==> src/rtl/tstg_pkg.sv <==
package tstg_pkg;

  localparam int COORD_BITS = 16;
  localparam int DELTA_BITS = COORD_BITS + 1;
  localparam int CMP_BITS   = 17;

  localparam logic [2:0] REQ_HW_UP    = 3'd0;
  localparam logic [2:0] REQ_HW_DOWN  = 3'd1;
  localparam logic [2:0] REQ_HW_LEFT  = 3'd2;
  localparam logic [2:0] REQ_HW_RIGHT = 3'd3;
  localparam logic [2:0] REQ_X        = 3'd4;
  localparam logic [2:0] REQ_Y        = 3'd5;
  localparam logic [2:0] REQ_TOUCH    = 3'd6;

  localparam logic [2:0] GEST_UP    = 3'd0;
  localparam logic [2:0] GEST_DOWN  = 3'd1;
  localparam logic [2:0] GEST_LEFT  = 3'd2;
  localparam logic [2:0] GEST_RIGHT = 3'd3;
  localparam logic [2:0] GEST_DTAP  = 3'd4;

  typedef logic [1:0] cfg_idx_t;
  localparam cfg_idx_t CFG_SWIPE_TH  = 2'd0;
  localparam cfg_idx_t CFG_TAP_TH    = 2'd1;
  localparam cfg_idx_t CFG_DTAP_WIN  = 2'd2;
  localparam cfg_idx_t CFG_COOLDOWN  = 2'd3;

  localparam logic [14:0] SWIPE_TH_RST = 15'd30;
  localparam logic [14:0] TAP_TH_RST   = 15'd10;
  localparam logic [15:0] DTAP_WIN_RST = 16'd350;
  localparam logic [15:0] COOLDOWN_RST = 16'd400;

endpackage

==> src/rtl/touch_swipe_tap_gesture_detector_top.sv <==
// Touch gesture detector. Each transfer on the input channel carries one panel
// event (hardware swipe key, X or Y coordinate, or touch press/release) with its
// millisecond timestamp. The event is evaluated in the cycle it is accepted:
// coordinates, start point, flags and timestamps update at that edge, and a
// gesture, if any, lands in the output register on the same edge. One event is
// taken every cycle; the only stall is a held gesture in the output register
// that the consumer has not taken. The user must write thresholds and time
// windows via the config channel while the block is idle (not enforced here);
// reports within cooldown_ms of the last one, or with ui_busy set, are dropped.
module touch_swipe_tap_gesture_detector_top
  import tstg_pkg::*;
(
  input  logic        clk,
  input  logic        rst,
  input  logic        in_valid,
  output logic        in_ready,
  input  logic [2:0]  req_type,
  input  logic [15:0] value,
  input  logic [31:0] now_ms,
  input  logic        ui_busy,
  output logic        out_valid,
  input  logic        out_ready,
  output logic [2:0]  gesture,
  input  logic        cfg_valid,
  output logic        cfg_ready,
  input  cfg_idx_t    cfg_index,
  input  logic [15:0] cfg_data
);

  logic [14:0] swipe_min;
  logic [14:0] tap_threshold;
  logic [15:0] double_tap_window_ms;
  logic [15:0] cooldown_ms;

  logic [COORD_BITS-1:0] cur_x, cur_y, start_x, start_y;
  logic                  touch_prev, tracking, hw_raised;
  logic [31:0]           last_gesture_ms, last_tap_ms;

  logic                  in_fire;
  logic                  hw_act, active, rel;
  logic signed [DELTA_BITS-1:0] dx, dy, dx_neg, dy_neg;
  logic [COORD_BITS-1:0] ax, ay;
  logic [CMP_BITS-1:0]   ax_c, ay_c, swth_c, tapth_c;
  logic                  swipe_v, swipe_h, tap_ok, dbl;
  logic [31:0]           since_gest, since_tap;
  logic                  gate_ok, cand, emit;
  logic [2:0]            code;

  assign cfg_ready = 1'b1;
  assign in_ready  = !out_valid || out_ready;
  assign in_fire   = in_valid && in_ready;

  assign hw_act = (req_type <= REQ_HW_RIGHT) && (value == 16'd1);
  assign active = (value != 16'd0);
  assign rel    = (req_type == REQ_TOUCH) && !active && !hw_raised && tracking;

  // axis-swapped movement: display x follows panel y, display y is inverted panel x
  assign dx     = $signed({1'b0, cur_y}) - $signed({1'b0, start_y});
  assign dy     = $signed({1'b0, start_x}) - $signed({1'b0, cur_x});
  assign dx_neg = -dx;
  assign dy_neg = -dy;
  assign ax     = COORD_BITS'(dx[DELTA_BITS-1] ? dx_neg : dx);
  assign ay     = COORD_BITS'(dy[DELTA_BITS-1] ? dy_neg : dy);

  assign ax_c    = CMP_BITS'(ax);
  assign ay_c    = CMP_BITS'(ay);
  assign swth_c  = CMP_BITS'(swipe_min);
  assign tapth_c = CMP_BITS'(tap_threshold);

  assign swipe_v = (ay_c > ax_c) && (ay_c > swth_c);
  assign swipe_h = (ax_c > ay_c) && (ax_c > swth_c);
  assign tap_ok  = !swipe_v && !swipe_h && (ax_c <= tapth_c) && (ay_c <= tapth_c);

  assign since_gest = now_ms - last_gesture_ms;
  assign since_tap  = now_ms - last_tap_ms;
  assign dbl        = tap_ok && (last_tap_ms != 32'd0) &&
                      (since_tap < {16'd0, double_tap_window_ms});
  assign gate_ok    = (since_gest >= {16'd0, cooldown_ms}) && !ui_busy;

  always_comb begin
    cand = 1'b0;
    code = GEST_UP;
    if (hw_act) begin
      cand = 1'b1;
      code = req_type;
    end else if (rel) begin
      if (swipe_v) begin
        cand = 1'b1;
        code = dy[DELTA_BITS-1] ? GEST_UP : GEST_DOWN;
      end else if (swipe_h) begin
        cand = 1'b1;
        code = dx[DELTA_BITS-1] ? GEST_LEFT : GEST_RIGHT;
      end else if (dbl) begin
        cand = 1'b1;
        code = GEST_DTAP;
      end
    end
  end

  assign emit = in_fire && cand && gate_ok;

  always_ff @(posedge clk) begin
    if (rst) begin
      swipe_min            <= SWIPE_TH_RST;
      tap_threshold        <= TAP_TH_RST;
      double_tap_window_ms <= DTAP_WIN_RST;
      cooldown_ms          <= COOLDOWN_RST;
    end else if (cfg_valid && cfg_ready) begin
      unique case (cfg_index)
        CFG_SWIPE_TH: swipe_min            <= cfg_data[14:0];
        CFG_TAP_TH:   tap_threshold        <= cfg_data[14:0];
        CFG_DTAP_WIN: double_tap_window_ms <= cfg_data;
        CFG_COOLDOWN: cooldown_ms          <= cfg_data;
        default: ;
      endcase
    end
  end

  always_ff @(posedge clk) begin
    if (rst) begin
      cur_x           <= '0;
      cur_y           <= '0;
      start_x         <= '0;
      start_y         <= '0;
      touch_prev      <= 1'b0;
      tracking        <= 1'b0;
      hw_raised       <= 1'b0;
      last_gesture_ms <= '0;
      last_tap_ms     <= '0;
    end else if (in_fire) begin
      if (emit) last_gesture_ms <= now_ms;
      if (hw_act) hw_raised <= 1'b1;
      if (req_type == REQ_X) cur_x <= value[COORD_BITS-1:0];
      if (req_type == REQ_Y) cur_y <= value[COORD_BITS-1:0];
      if (req_type == REQ_TOUCH) begin
        touch_prev <= active;
        if (active && !touch_prev) begin
          start_x   <= cur_x;
          start_y   <= cur_y;
          tracking  <= 1'b1;
          hw_raised <= 1'b0;
        end else if (!active) begin
          tracking  <= 1'b0;
          hw_raised <= 1'b0;
          // a double tap clears the pending tap even when its report is dropped
          if (rel && dbl) last_tap_ms <= '0;
          else if (rel && tap_ok) last_tap_ms <= now_ms;
        end
      end
    end
  end

  always_ff @(posedge clk) begin
    if (rst) begin
      out_valid <= 1'b0;
    end else if (emit) begin
      out_valid <= 1'b1;
    end else if (out_ready) begin
      out_valid <= 1'b0;
    end
  end

  always_ff @(posedge clk) begin
    if (emit) gesture <= code;
  end

`ifndef SYNTH
  a_busy_blocks: assert property (@(posedge clk) disable iff (rst)
    (in_fire && ui_busy) |-> !emit)
    else $error("gesture emitted while ui busy");

  a_gest_stamp: assert property (@(posedge clk) disable iff (rst)
    emit |=> (last_gesture_ms == $past(now_ms)))
    else $error("report time not recorded");

  a_stall_only_full: assert property (@(posedge clk) disable iff (rst)
    !in_ready |-> out_valid)
    else $error("input stalled with empty output register");

  a_code_range: assert property (@(posedge clk) disable iff (rst)
    out_valid |-> (gesture <= GEST_DTAP))
    else $error("gesture code out of range");

  a_emit_loads: assert property (@(posedge clk) disable iff (rst)
    emit |=> (out_valid && gesture == $past(code)))
    else $error("emitted gesture not loaded");
`endif

endmodule
==> config.mk <==
export PLATFORM = sky130hd
export DESIGN_NAME = touch_swipe_tap_gesture_detector_top
export DESIGN_NICKNAME = d
export VERILOG_FILES = /design/src/rtl/tstg_pkg.sv /design/src/rtl/touch_swipe_tap_gesture_detector_top.sv
export SDC_FILE = /design/constraint.sdc
export NUM_CORES = 1
export LEC_CHECK = 0
export BUFFER_PORTS_ARGS = -buffer_cell sky130_fd_sc_hd__buf_2
export CELL_PAD_IN_SITES_DETAIL_PLACEMENT = 1
export CELL_PAD_IN_SITES_GLOBAL_PLACEMENT = 1
export CORE_ASPECT_RATIO = 1.5
export CORE_MARGIN = 2
export CORE_UTILIZATION = 50
export CTS_CLUSTER_DIAMETER = 200
export DETAILED_ROUTE_END_ITERATION = 6
export GPL_TIMING_DRIVEN = 0
export PLACE_DENSITY = 0.9
export REMOVE_ABC_BUFFERS = 1
export SYNTH_ARGS = -nofsm -noshare
export SYNTH_HDL_FRONTEND = slang
export SYNTH_SLANG_ARGS = --single-unit
export TNS_END_PERCENT = 100
==> constraint.sdc <==
create_clock -name clk -period 8.5 [get_ports clk]
set_input_delay 1.7 -clock clk [delete_from_list [all_inputs] [get_ports clk]]
set_output_delay 1.7 -clock clk [all_outputs]
set_load 0.1 [all_outputs]
* Yosys cells after proc, flatten, opt, wreduce, memory -nomap -nowiden
Index checks and enable logic that the tools add are counted.
** Cells by class
- Add/subtract/negate cells :: 6
- $lt $le $gt $ge :: 9
- Equal/unequal tests :: 8
- Multiplexer cells :: 24
- Bitwise operators :: 2
- Reductions and logical operators :: 42
** Operators with widths (number)
- $mux 32 :: 2
- $sub 32x32->32 :: 2
- $sub 16x16->17 :: 2
- $ge 32x16->1 :: 1
- $gt 16x15->1 :: 2
- $gt 16x16->1 :: 2
- $le 16x15->1 :: 2
- $lt 32x16->1 :: 1
- $mux 16 :: 2
- $neg 16->16 :: 2
- $reduce_bool 32->1 :: 1
- $logic_and 1x1->1 :: 18
- $eq 16x1->1 const B :: 1
- $reduce_and 2->1 :: 8
- $reduce_bool 16->1 :: 1
- $mux 1 :: 15
- $mux 3 :: 5
- $eq 3x3->1 const B :: 3
- $logic_not 1->1 :: 7
- $reduce_and 3->1 :: 2
- $reduce_and 5->1 :: 1
- $eq 2x2->1 const B :: 2
- $reduce_bool 2->1 :: 2
- $le 3x2->1 const B :: 1
- other kinds (5) :: 6
** Word-level totals
- Flip-flop bits (word level) :: 197
- Output and inout bits :: 6
- Logic and storage cells :: 106

* Longest topological paths before layout
Gate-level depths: netlist (run 1).
- Depth after elaboration :: 19
- Mapped depth :: 28
- Mapped depth without buffers :: 27

* Least setup slack after synthesis (run 1)
Ideal clock, no wire load.
- Path type :: input to register
- Start point :: in now_ms[0]
- End point :: reg gesture[0], enable pin
- Library setup time :: 319 ps
- Data arrival time :: 5866 ps
- Path slack :: 2315 ps
- Cell stages on the path :: 22
- Path through :: inv_1 ha_1 inv_1 fa_1 a211oi_1 o21bai_1 a221oi_1 o21ai_0 a21o_1 a21oi_1 xnor2_1 ha_1 nor2b_1 o21ai_0 o21ai_0 nor4_1 nand4b_1 nor4_1 and4b_1 a221oi_4 clkbuf_1 nor2_1
** Between the ends
- Word-level cells in the longest chain between the ends :: 10
- Elaborated cells on any way between the ends :: 13
** RTL lines
- start: declaration :: RTL line touch_swipe_tap_gesture_detector_top.sv:19 : input logic [31:0] now_ms,
- $sub 32x32->32 :: RTL line touch_swipe_tap_gesture_detector_top.sv:75 : assign since_tap = now_ms - last_tap_ms;
- $lt 32x16->1 :: RTL line touch_swipe_tap_gesture_detector_top.sv:77 : (since_tap < {16'd0, double_tap_window_ms});
- $logic_and 1x1->1 :: RTL line touch_swipe_tap_gesture_detector_top.sv:76 : assign dbl = tap_ok && (last_tap_ms != 32'd0) &&
- $mux 1 :: RTL line touch_swipe_tap_gesture_detector_top.sv:93 : end else if (dbl) begin
- $mux 1 :: RTL line touch_swipe_tap_gesture_detector_top.sv:90 : end else if (swipe_h) begin
- $mux 1 :: RTL line touch_swipe_tap_gesture_detector_top.sv:87 : if (swipe_v) begin
- $mux 1 :: RTL line touch_swipe_tap_gesture_detector_top.sv:86 : end else if (rel) begin
- $mux 1 :: RTL line touch_swipe_tap_gesture_detector_top.sv:83 : if (hw_act) begin
- $logic_and 1x1->1 :: RTL line touch_swipe_tap_gesture_detector_top.sv:100 : assign emit = in_fire && cand && gate_ok;
- $logic_and 1x1->1 * :: RTL line touch_swipe_tap_gesture_detector_top.sv:100
- via emit :: RTL line touch_swipe_tap_gesture_detector_top.sv:46 : logic gate_ok, cand, emit;
- end signal: assignment :: RTL line touch_swipe_tap_gesture_detector_top.sv:164 : if (emit) gesture <= code;
- end: declaration :: RTL line touch_swipe_tap_gesture_detector_top.sv:23 : output logic [2:0] gesture,
Mark *: on every way through the listed nets, which the timed path passes. The rest lies on a longest branch.
A chain may end at the register's enable or synchronous reset.

* Final worst setup path (run 1)
- Start point :: in now_ms[0]
- End point :: reg last_gesture_ms[7]
** Between the ends
- Word-level cells in the longest chain between the ends :: 11
- Elaborated cells on any way between the ends :: 14
** RTL lines
- $sub 32x32->32 :: RTL line touch_swipe_tap_gesture_detector_top.sv:75
- $lt 32x16->1 :: RTL line touch_swipe_tap_gesture_detector_top.sv:77
- $logic_and 1x1->1 :: RTL line touch_swipe_tap_gesture_detector_top.sv:76
- $mux 1 :: RTL line touch_swipe_tap_gesture_detector_top.sv:93
- $mux 1 :: RTL line touch_swipe_tap_gesture_detector_top.sv:90
- $mux 1 :: RTL line touch_swipe_tap_gesture_detector_top.sv:87
- $mux 1 :: RTL line touch_swipe_tap_gesture_detector_top.sv:86
- $mux 1 :: RTL line touch_swipe_tap_gesture_detector_top.sv:83
- $logic_and 1x1->1 :: RTL line touch_swipe_tap_gesture_detector_top.sv:100
- $logic_and 1x1->1 * :: RTL line touch_swipe_tap_gesture_detector_top.sv:100
- $reduce_and 2->1 (no line) *
- end signal: assignment :: RTL line touch_swipe_tap_gesture_detector_top.sv:131 : if (emit) last_gesture_ms <= now_ms;
- end: declaration :: RTL line touch_swipe_tap_gesture_detector_top.sv:37 : logic [31:0] last_gesture_ms, last_tap_ms;
Mark *: on every way between the ends. The rest lies on a longest branch, timed or not.

==> results of run 1 <==
worst reg2reg max path, cell delays in order, from the launching register on:
cell and delay (ns):
dfxtp_1 0.36, inv_1 0.06, ha_1 0.37, a21o_1 0.24
a31oi_1 0.28, nand2_1 0.11, xor2_1 0.21, nor4_1 0.38
nor2b_1 0.18, nand2_1 0.09, nor3b_1 0.38, nand3_1 0.14
nand2_1 0.12, xor2_1 0.43, inv_1 0.10, ha_1 0.32
nand4_1 0.12, or4_1 0.57, o221ai_1 0.22, a221o_1 0.25
o21ai_0 0.15, a41oi_2 0.49, nor4_4 0.22, a221oi_4 1.13
nor2_1 0.38
routing by layer:
layer  routed length (um)  GRT usage  share of wire
met3                 1590     0.0413          0.030
met1                19300      0.317           0.36
met5                    0          0              0
met4                 3690      0.208          0.069
met2                29100      0.620           0.54
sequential cells by signal, indices dropped and copies added, names as in the netlist:
register	flops
tracking	1
start_y	16
swipe_min	15
hw_raised	1
gesture	3
out_valid	1
cur_y	16
touch_prev	1
last_gesture_ms	32
cooldown_ms	16
double_tap_window_ms	16
tap_threshold	15
cur_x	16
start_x	16
last_tap_ms	32
report_power, final:
group | switching [mW] | internal [mW]
Clock | 0.439 | 0.403
Sequential | 0.0110 | 0.939
Combinational | 0.698 | 0.423
Total | 1.15 | 1.77
stage by stage:
stage / util / worst slack [ns]
global route: 0.547 / 0.0509
global placement: 0.522 / -1.13
CTS: 0.546 / 0.474
floorplan: - / 1.22
detailed placement: 0.527 / 0.103
finish: 0.547 / 0.623
final cells by class:
cell class	instances	area [um2]	area share
inverter	207	777	0.0449
timing repair buffer	89	539	0.0312
multi-input combinational	1652	10900	0.630
sequential	197	3970	0.230
tap	410	513	0.0296
clock inverter	14	155	0.00896
clock buffer	18	439	0.0254
antenna	1	2.50	0.000145
cell families (layout without fill, tap and decap cells):
logic type	count (synthesis)	count (layout)
compound gates	576	577
xor+xnor	91	91
fa+ha+maj	207	207
buf+inv	290	328
flops	197	197
mux	43	43
other cells	1	2
simple gates	733	733
placed cells by master, fill, tap and decap left out, types with 5 or more instances in the layout:
| cell | count |
|---|---|
| nand2b_1 | 23 |
| o21ai_0 | 108 |
| nand4b_1 | 6 |
| ha_1 | 203 |
| o2111ai_1 | 5 |
| buf_6 | 7 |
| a2111oi_0 | 6 |
| o22ai_1 | 6 |
| xor2_1 | 43 |
| mux2i_1 | 42 |
| nand2_1 | 309 |
| nor2_1 | 113 |
| a31oi_1 | 17 |
| nor2b_1 | 28 |
| a211oi_1 | 18 |
| a21boi_0 | 6 |
| or2_2 | 8 |
| and3_1 | 16 |
| inv_1 | 207 |
| clkbuf_16 | 17 |
| nand4_1 | 41 |
| a21o_1 | 37 |
| nor4_1 | 17 |
| xnor2_1 | 48 |
| o211ai_1 | 20 |
| a211o_1 | 13 |
| o21bai_1 | 8 |
| dfxtp_1 | 194 |
| a21oi_1 | 278 |
| or3_1 | 9 |
| and4_1 | 6 |
| buf_2 | 78 |
| nor3_1 | 19 |
| o21a_1 | 13 |
| inv_8 | 5 |
| nand3_1 | 90 |
| nand3b_1 | 11 |
| and2_1 | 13 |
path summary, 6_finish.rpt:
kind,cells past startpoint,slack (ns),endpoint,start
worst max register to register,24,0.87,gesture[2]$_DFFE_PP_,cur_x[4]$_SDFFE_PP0P_
worst max-delay path,23,0.62,last_gesture_ms[7]$_SDFFE_PP0P_,now_ms[0]
worst min register to register,2,0.45,cooldown_ms[6]$_SDFFE_PP0P_,cooldown_ms[6]$_SDFFE_PP0P_
worst min-delay path,2,0.45,cooldown_ms[6]$_SDFFE_PP0P_,cooldown_ms[6]$_SDFFE_PP0P_
timing repair:
| action | in CTS | in global routing |
|---|---|---|
| setup endpoints to repair | 0 | 33 |
| gates resized for setup | 0 | 1 |
| setup buffers | 0 | 1 |
==> metrics, run 1 <==
dpl hpwl 42400 um; final non-filler cell total 2588; hold_ws 0.455 ns; Initial Util 0.504; largest net degree at the start of global routing 112; cell taking the most area after synthesis dfxtp_1; startpoint types input pin; Worst VDD drop 139 uV; area grow syn2layout 8.55%; Synth cell types 82; multiplexer share of the synthesized area 0.0271; mean post-synth cell area 7.46 um2; leakage power 6.96 nW; asr flop ratio synth 0; Hold/Removal Path Class flop to flop; Final period util 0.927; max cap viols 0; Via density 6.12; Routability Congestion 0.930; Req. time, crit path 8.90 ns; FMAX 127 MHz; Hold Violations, Final 0; global-route wire length before repair 86100 um; status completed; CTS buffer count 17; most instantiated library cell after synthesis nand2_1; design area 17300 um2; Final #Nets 2446; cell mode on critical path o21ai_0; chip height 223 um; top_reg_cell synth dfxtp_1; Critical Path AT 8.28 ns; share of layout cells above drive strength 1 0.0698; RSZ-0062 raised after global routing no; critical path type input pin to flop; fillers 4100; Seq/Total Area, Yosys 0.249; max incr delay on CP 0.87 ns; Setup Skew 0.0127 ns; Wirelength per Cell 20.8 um; Sinks on Clock Net 197; Post-synth top cells 309 x nand2_1, 278 x a21oi_1, 207 x inv_1, 203 x ha_1, 194 x dfxtp_1; largest family of logic cells by synthesized area simple AND/OR/NAND/NOR gates; total power 2.91 mW; power density cells 168 nW/um2; post-synthesis adder-cell area fraction 0.164; drt pass-1 iters 5; max-slew violations 0; clock tree from TritonCTS done; overflow left after global routing 0; Post-synth EDFFs 3; final antenna-violating net count 0; antenna violations before repair 1; critical path capture point type flop; Synth Area in Compound Gates 0.218; CP Max Fanout 16; DR DRC count 0; Synth Cell Area 15900 um2; Post-Synth XOR/XNOR Area 0.0500; CP top delay family compound AO/OA/AOI/OAI gates; Yosys reg bits 197; # IOs 81; placed cell count 2553; Hold Buf Count CTS 0; Synthesis Warnings 0; Placement Cell Area 16700 um2; slowest library cell on the worst path o221ai_4; Total GRT Usage 0.323; worst slew pin tran 1.37 ns; post-synthesis cell count 2138; Simple-Gate Fraction of Synth Area 0.221; Core Box Area 31600 um2; vias 15848; Initial DRC Count 828; Max-slew headroom 0.0844; H-tree depth 4; Core Rows 80; die footprint 33400 um2; top cell type's share of synthesized area 0.244; Worst-Skew Late Latency 0.48 ns; fin crit period 7.88 ns; vias in the first global route 17410; Die X 150 um; CTS max path bufs 2; Setup TNS 0 ns; Setup violations, final 0; IO Port Bufs 79; final wirelength 53700 um; worst path cell trace buf_2 -> inv_1 -> ha_1 -> inv_1 -> fa_1 -> a211oi_1 -> o21bai_1 -> a221oi_1 -> o21ai_0 -> a21o_1 -> a21oi_1 -> xnor2_1 -> ha_1 -> nor2b_1 -> o21ai_0 -> o21ai_0 -> nor4_1 -> nand4b_1 -> nor4_1 -> nand4b_1 -> o221ai_4 -> nand3_1 -> a21oi_1; synth top area cells dfxtp_1 24%, ha_1 16%, a21oi_1 8.7%; Buf/Inv on CP 3; clock root buffer master clkbuf_16; clock slew at reported path FFs 0.08 ns
Power figures use the tool's default switching activity.
==> run 2: changes to the inputs <==
BUFFER_PORTS_ARGS = not set   (was -buffer_cell sky130_fd_sc_hd__buf_2)
CORE_UTILIZATION = 52   (was 50)
DONT_BUFFER_PORTS = 1   (was not set)
PLACE_DENSITY = 0.95   (was 0.9)
==> metrics, run 2 (synthesis results as in run 1) <==
status completed (unchanged); largest net degree at the start of global routing 193 (was 112); hold_ws 0.450 ns (was 0.455 ns); DR DRC count 0 (unchanged); max cap viols 0 (unchanged); IO Port Bufs 0 (was 79); leakage power 6.65 nW (was 6.96 nW); Wirelength per Cell 22.3 um (was 20.8 um); vias in the first global route 17084 (was 17410); CP Max Fanout 33 (was 16); Critical Path AT 8.15 ns (was 8.28 ns); die footprint 32100 um2 (was 33400 um2); Antenna Diode Count 0 (was 1); Die X 147 um (was 150 um); Sinks on Clock Net 197 (unchanged); Initial DRC Count 902 (was 828); Initial Util 0.527 (was 0.504); Total GRT Usage 0.345 (was 0.323); Final #Nets 2367 (was 2446); vias 15879 (was 15848); chip height 218 um (was 223 um); Via density 6.36 (was 6.12); global-route wire length before repair 88000 um (was 86100 um); area grow syn2layout 5.81% (was 8.55%); Req. time, crit path 8.66 ns (was 8.90 ns); clock slew at reported path FFs 0.08 ns (about the same); Worst-Skew Late Latency 0.47 ns (was 0.48 ns); dpl hpwl 42000 um (was 42400 um); Core Box Area 30300 um2 (was 31600 um2); final wirelength 55800 um (was 53700 um); fillers 3864 (was 4100); slowest library cell on the worst path or3_1 (was o221ai_4); Setup Skew 0.0126 ns (was 0.0127 ns); top flop regs last_gesture_ms: 32 flops, last_tap_ms: 32 flops (unchanged); H-tree depth 4 (unchanged); CTS buffer count 17 (unchanged); share of layout cells above drive strength 1 0.0348 (was 0.0698); antenna violations before repair 0 (was 1); fin crit period 7.99 ns (was 7.88 ns); critical path capture point type flop (unchanged); startpoint types input pin (unchanged); power density cells 169 nW/um2 (was 168 nW/um2); overflow left after global routing 0 (unchanged); Hold Violations, Final 0 (unchanged); Setup violations, final 0 (unchanged); max incr delay on CP 0.97 ns (was 0.87 ns); Routability Congestion 0.904 (was 0.930); total power 2.85 mW (was 2.91 mW); clock tree from TritonCTS done (unchanged); Worst VDD drop 129 uV (was 139 uV); RSZ-0062 raised after global routing no (unchanged); cell mode on critical path o21ai_0 (unchanged); worst path cell trace inv_1 -> ha_1 -> inv_1 -> fa_1 -> a211oi_1 -> o21ai_0 -> o21ai_0 -> nand2_1 -> a31oi_1 -> o21bai_1 -> a21oi_1 -> xnor2_1 -> ha_1 -> nor2b_1 -> o21ai_0 -> o311ai_0 -> a211o_1 -> a211oi_1 -> nand4_1 -> nor4_1 -> or3_1 -> nor2_1 (was buf_2 -> inv_1 -> ha_1 -> inv_1 -> fa_1 -> a211oi_1 -> o21bai_1 -> a221oi_1 -> o21ai_0 -> a21o_1 -> a21oi_1 -> xnor2_1 -> ha_1 -> nor2b_1 -> o21ai_0 -> o21ai_0 -> nor4_1 -> nand4b_1 -> nor4_1 -> nand4b_1 -> o221ai_4 -> nand3_1 -> a21oi_1); CTS max path bufs 2 (unchanged); # IOs 81 (unchanged); commonest non-fill, non-tap cells in the layout 309 x nand2_1, 278 x a21oi_1, 207 x inv_1 (unchanged); Hold Buf Count CTS 0 (unchanged); commonest non-fill, non-tap cell in the layout nand2_1 (unchanged); final antenna-violating net count 0 (unchanged); critical path type input pin to flop (unchanged); Final period util 0.939 (was 0.927); clock root buffer master clkbuf_16 (unchanged); Hold/Removal Path Class flop to flop (unchanged); post_cts resized 0 (unchanged); worst slew pin tran 1.37 ns (about the same); Max-slew headroom 0.0825 (was 0.0844); drt pass-1 iters 5 (unchanged); max-slew violations 0 (unchanged); Core Rows 78 (was 80); postcts setup bufs 0 (unchanged); FMAX 125 MHz (was 127 MHz)
==> run 2: where the power goes <==
group          switching, mW  leakage [nW]  internal [mW]
clock network          0.437         0.292          0.403
registers             0.0111          1.60          0.939
logic                  0.652          4.76          0.409
total                   1.10          6.65           1.75
==> run 2: path summary, 6_finish.rpt <==
check             depth (start not counted)  slack, ns                      endpoint                     start
setup / recovery                         22       0.51          gesture[2]$_DFFE_PP_                 now_ms[0]
hold / removal                            2       0.45      start_y[15]$_SDFFE_PP0P_  start_y[15]$_SDFFE_PP0P_
setup reg to reg                         22       0.92  last_tap_ms[13]$_SDFFE_PP0P_     cur_x[4]$_SDFFE_PP0P_
hold reg to reg                           2       0.45      start_y[15]$_SDFFE_PP0P_  start_y[15]$_SDFFE_PP0P_
==> run 2: routing by layer <==
metal / up-vias / GRT usage / part of all wire
met5: - / 0 / 0
met4: 0 / 0.249 / 0.074
met3: 234 / 0.0474 / 0.038
met2: 476 / 0.660 / 0.53
met1: 7776 / 0.335 / 0.35
li1: 7393 / - / -
==> run 2: final cells by class <==
cell class | instances | area, um2 | share of cell area
repair buffers | 11 | 148 | 0.00875
inverters | 207 | 777 | 0.0461
multi-input cells | 1651 | 10900 | 0.645
clock inverters | 14 | 150 | 0.00890
flip-flops and latches | 197 | 3970 | 0.236
well taps | 400 | 500 | 0.0297
clock buffers | 18 | 439 | 0.0260
==> run 2: worst max-delay path, delay by kind of cell <==
family / cells / cell delay, ns
compound gates: 10 / 3.30
fa+ha+maj: 3 / 0.90
xor+xnor: 1 / 0.15
buf+inv: 2 / 0.14
simple gates: 6 / 1.95
==> run 2: through the flow <==
| stage | cells | worst slack (ns) | utilization | instance area, um2 | TNS (ns) |
|---|---|---|---|---|---|
| 3_5_place_dp | 2465 | 0.312 | 0.538 | 16300 | 0 |
| 3_3_place_gp | 2455 | -1.10 | 0.532 | 16100 | -34.84 |
| 4_1_cts | 2497 | 0.749 | 0.557 | 16900 | 0 |
| 5_1_grt | 2498 | 0.119 | 0.558 | 16900 | 0 |
| 6_report | 2498 | 0.515 | 0.558 | 16900 | 0 |
| 2_1_floorplan | 2055 | 1.22 | - | 15600 | 0 |
